## config.mk

```make
export PLATFORM = sky130hd
export DESIGN_NAME = sie_ram
export DESIGN_NICKNAME = d
export VERILOG_FILES = /design/src/hw/rtl/assert_macros.svh /design/src/hw/rtl/sie_ram.sv
export SDC_FILE = /design/constraint.sdc
export NUM_CORES = 1
export LEC_CHECK = 0
export CORE_MARGIN = 5
export CORE_UTILIZATION = 55
export CTS_BUF_LIST = sky130_fd_sc_hd__clkbuf_2 sky130_fd_sc_hd__clkbuf_4 sky130_fd_sc_hd__clkbuf_8
export CTS_CLUSTER_DIAMETER = 150
export DETAILED_ROUTE_END_ITERATION = 10
export DONT_BUFFER_PORTS = 1
export PLACE_DENSITY = 0.7
export REMOVE_ABC_BUFFERS = 1
export SETUP_SLACK_MARGIN = 0.05
export SYNTH_ARGS = -nofsm -noshare
export SYNTH_HDL_FRONTEND = slang
export SYNTH_SLANG_ARGS = --single-unit
```

## constraint.sdc

```tcl
create_clock -name aclk -period 4.44 [get_ports aclk]
set_input_delay 0.222 -clock aclk [delete_from_list [all_inputs] [get_ports aclk]]
set_output_delay 0.222 -clock aclk [all_outputs]
set_load 0.03 [all_outputs]
```

## src/hw/rtl/assert_macros.svh

```systemverilog
// Assertion macros shared by the execute core RTL.
`ifndef ASSERT_MACROS_SVH
`define ASSERT_MACROS_SVH

// Same-cycle implication, disabled while reset is held.
`define SIE_ASSERT_IMP(lbl, clk, rstn, ante, cons, msg) \
    lbl: assert property (@(posedge clk) disable iff (!rstn) (ante) |-> (cons)) \
        else $error(msg);

// Next-cycle implication, disabled while reset is held.
`define SIE_ASSERT_NXT(lbl, clk, rstn, ante, cons, msg) \
    lbl: assert property (@(posedge clk) disable iff (!rstn) (ante) |=> (cons)) \
        else $error(msg);

`endif

```

## src/hw/rtl/sie_ram.sv

```systemverilog
// Generic single-write, single-read RAM with a registered read port.
module sie_ram #(
    parameter int WIDTH = 32,
    parameter int DEPTH = 16
) (
    input  logic                     aclk,
    input  logic                     we,
    input  logic [$clog2(DEPTH)-1:0] waddr,
    input  logic [WIDTH-1:0]         wdata,
    input  logic                     re,
    input  logic [$clog2(DEPTH)-1:0] raddr,
    output logic [WIDTH-1:0]         rdata
);

    logic [WIDTH-1:0] mem [DEPTH];
    logic [WIDTH-1:0] rdata_reg;

    always_ff @(posedge aclk) begin
        if (we) begin
            mem[waddr] <= wdata;
        end
        if (re) begin
            rdata_reg <= mem[raddr];
        end
    end

    assign rdata = rdata_reg;

endmodule

```

Word-level counts from Yosys, hierarchy flattened
Memories as Yosys holds them, arrays and structs flattened. A register that Yosys moved wholly into a read port is not among the register bits.
Index checks and enable logic that the tools add are counted.
{"block": "classes", "n_mux": 2}
{"cell": "two-way mux 1 bit", "n": 2}
{"block": "word_totals", "wordCells": 3, "mem_count": 1, "in_bits": 43, "out_inout_bits": 32, "ram_bits": 512, "register_bits": 0}
{"memory": "mem", "depth": 16, "word_bits": 32, "rd": 1, "rd_clocked_by_memory_dff": 1, "wr": 1, "line": "sie_ram.sv:15", "text": "logic [WIDTH-1:0] mem [DEPTH];"}

Depth between registers and ports, before layout
{"block": "depth", "word_depth": 2, "depth_mapped": 5, "depth_no_buf": 3}

Worst setup path before layout
OpenSTA, ideal clock, no wires.
{"block": "synth_path", "path_kind": "input-to-reg", "startpoint": "in waddr[2]", "endpoint": "mem mem[0][0], enable pin", "required_ps": 3979, "path_buffers": 0, "setup_slack_ps": 1038, "setup_ps": 461, "arrival_ps": 2940, "path_stages": 2, "cell_sequence": "or3b_2 -> nor3_1"}
{"item": "from (decl)", "line": "sie_ram.sv:8", "text": "input logic [$clog2(DEPTH)-1:0] waddr,"}
{"item": "to (decl)", "line": "sie_ram.sv:15"}
No word-level cell before the write port.

Final worst setup path
{"block": "layout_path", "startpoint": "in waddr[2]", "endpoint": "mem mem[1][8], enable pin"}
No word-level cell before the write port.

==> reports/summary.json <==
{
  "outcome": {
    "run_status": "completed"
  },
  "finish": {
    "drive_gt1_share_pct": 29.1,
    "layout_common_cells": "edfxtp_1, mux4_2, clkbuf_8",
    "regArea_mm2": 0.0163,
    "area_of_combinational_cells_with_multiple_inputs_mm2": 0.00375,
    "post_layout_nonfiller_instances": 1453,
    "flow.area_growth_from_synthesis_pct": 12.6,
    "layout.nets": 968,
    "layout.cells.most_common": "edfxtp_1",
    "largest_register_ff_count": 512,
    "final_cell_area_mm2": 0.0227,
    "n_fill_cell": 2414
  },
  "sta": {
    "worst_pin_slew_ns": 1.24,
    "setup_skew_after_layout_ns": 0.0318,
    "tns_ns": 0,
    "final_period_minus_worst_setup_slack_ns": 1.50,
    "post-route-period-util_pct": 33.8,
    "report.final.slew_viol_count": 0,
    "hold_viol": 0,
    "setup_ws_ns": 2.94,
    "max_clock_freq_ghz": 0.666,
    "max-slew-margin-rel_pct": 17.1,
    "final_setup_viols": 0,
    "setup_repair_after_global_routing_missed_its_margin": "no"
  },
  "hold_path": {
    "hp-class": "in -> reg",
    "hold_path_depth": 3,
    "hold_end": "rdata[12]",
    "hp-start": "raddr[1]"
  },
  "global_route": {
    "grt_pass1_vias": 9680,
    "pin_count_of_the_biggest_net_entering_global_routing": 129,
    "grt_pass1_wl_um": 59000,
    "initial_antenna_violation_count": 3,
    "grt_overflow": 0,
    "gr-usage-all-layers_pct": 19.2
  },
  "detailed_routing": {
    "firstDrtPassIters": 4,
    "route.antenna.remaining_nets": 0,
    "routed_via_density": 6.14,
    "drt-wirelength-per-cell_um": 26.4,
    "initialDrtViolationCount": 753,
    "drc_errors": 0,
    "route.vias.total": 8919,
    "finalWirelength_um": 38300
  },
  "setup_path": {
    "critical_path.top_delay_family": "simple AND/OR/NAND/NOR gates",
    "critPathMaxFanout": 32,
    "timing.critical_path.arrival_ns": 1.70,
    "worst-path-buf-inv": 0,
    "setup.worst_path.class": "in -> reg",
    "worstSetupStartpointType": "primary input",
    "max_stage_delay_ns": 0.86,
    "critical-path-slowest-cell": "nor2_4",
    "timing.critical_path.to_type": "flop",
    "reg2reg_setup_slack_ns": 2.95,
    "cp_data_required_time_ns": 4.63,
    "r2r_start": "mem[3][22]",
    "rr_endpoint": "rdata[22]",
    "reg2reg_depth": 3,
    "cp_cell_sequence": "or3b_2 -> nor2_4"
  },
  "die": {
    "dieWidth_um": 202,
    "design.die.area_mm2": 0.0406,
    "floorplan.core_area_mm2": 0.0364,
    "floorplan.initialDensity_pct": 55.4,
    "rows": 70,
    "die_height_um": 202,
    "io_pins": 75
  },
  "synth": {
    "synth_cells": 838,
    "yosysWarningCount": 0,
    "ys_ff_latch": 544,
    "synth_area_mm2": 0.0202,
    "synth_seq_area_share_pct": 81.0,
    "synth_area_per_cell_um2": 24.1,
    "synth.lib_cells_used.distinct": 17
  },
  "clocking": {
    "clock-sinks": 544,
    "htreeDepth": 3,
    "cts_buffers": 82,
    "worst_setup_hold_path_clk_slew_ns": 0.06,
    "cts.root.buffer_cell": "clkbuf_8",
    "cts_setup_buffers": 0,
    "clkLatencyLatePin_ns": 0.60,
    "clock_tree.buffer_depth": 3,
    "postCtsResizedCells": 0,
    "cts_tree": "yes",
    "cts_hold_buf": 34
  },
  "power": {
    "total_leakage_power_nw": 7.13,
    "post-layout-total-power_mw": 10.2,
    "power_density_mw_per_mm2": 451,
    "peakVddDrop_v": 0.000285
  },
  "placement": {
    "post-place-cells": 1275,
    "place_congestion": 0.711,
    "dpl_cell_area_mm2": 0.0208,
    "place.port_buffers": 0,
    "dp_hpwl_um": 19200,
    "place_worst_setup_slack_ns": 2.32
  },
  "job": {
    "max-cap-violations": 0
  }
}
[through the flow]
stage                     util, %  hold slack [ns]
after global placement       57.0            0.322
after floorplan                 -            0.321
after CTS                    62.3          0.00669
final                        62.4           0.0614
after detailed placement     57.0            0.322
after global routing         62.3           0.0265
[where the power goes]
part	switching (mW)	total [mW]	internal, mW	leakage (nW)
Sequential	0.0853	5.88	5.79	4.94
Combinational	0.199	0.380	0.182	1.34
Clock	1.81	3.98	2.17	0.843
[area by class of cell]
cell class | count | area share (%)
antenna | 3 | 0.0330
clock buffer | 103 | 5.74
clock inverter | 38 | 1.27
multi-input combinational | 251 | 16.5
sequential | 544 | 71.9
tap | 468 | 2.58
timing repair buffer | 46 | 1.97
[cell families after synthesis]
group,after synthesis,synth area share (%)
flops,544,81.0
mux,128,14.3
compound gates,64,2.38
simple gates,59,1.25
buf+inv,43,1.10
[metal layers]
metal	track usage [%]	wire length [um]	vias to the layer above
met4	5.40	810	0
met3	4.72	2650	70
met1	26.6	15700	4729
li1	-	-	3791
met5	0	0	-
met2	31.2	19100	329
[synthesized netlist by cell type]
| cell type | n | area share, % |
|---|---|---|
| or3b_2 | 1 | 0.043 |
| nand2b_1 | 2 | 0.062 |
| nand2_1 | 33 | 0.61 |
| nor3_1 | 4 | 0.099 |
| edfxtp_1 | 544 | 81 |
| buf_6 | 2 | 0.11 |
| mux4_2 | 128 | 14 |
| buf_1 | 9 | 0.17 |
| clkbuf_1 | 17 | 0.32 |
| a22oi_1 | 64 | 2.4 |
| buf_2 | 4 | 0.099 |
| nor2b_1 | 2 | 0.062 |
| nor2_1 | 13 | 0.24 |
| nand3_1 | 1 | 0.025 |
| nand3b_1 | 2 | 0.074 |
| and2_1 | 1 | 0.031 |
| buf_4 | 11 | 0.41 |
[how the worst max path moves through the flow]
stage,start,to,cells after the start
after floorplan,waddr[2],mem[0][0],2
after global placement,waddr[2],mem[1][3],2
after detailed placement,waddr[2],mem[3][9],2
after CTS,mem[3][22],rdata[22],3
after global routing,mem[3][12],rdata[12],3
final,waddr[2],mem[1][8],2
(Power assumes the default switching activity.)
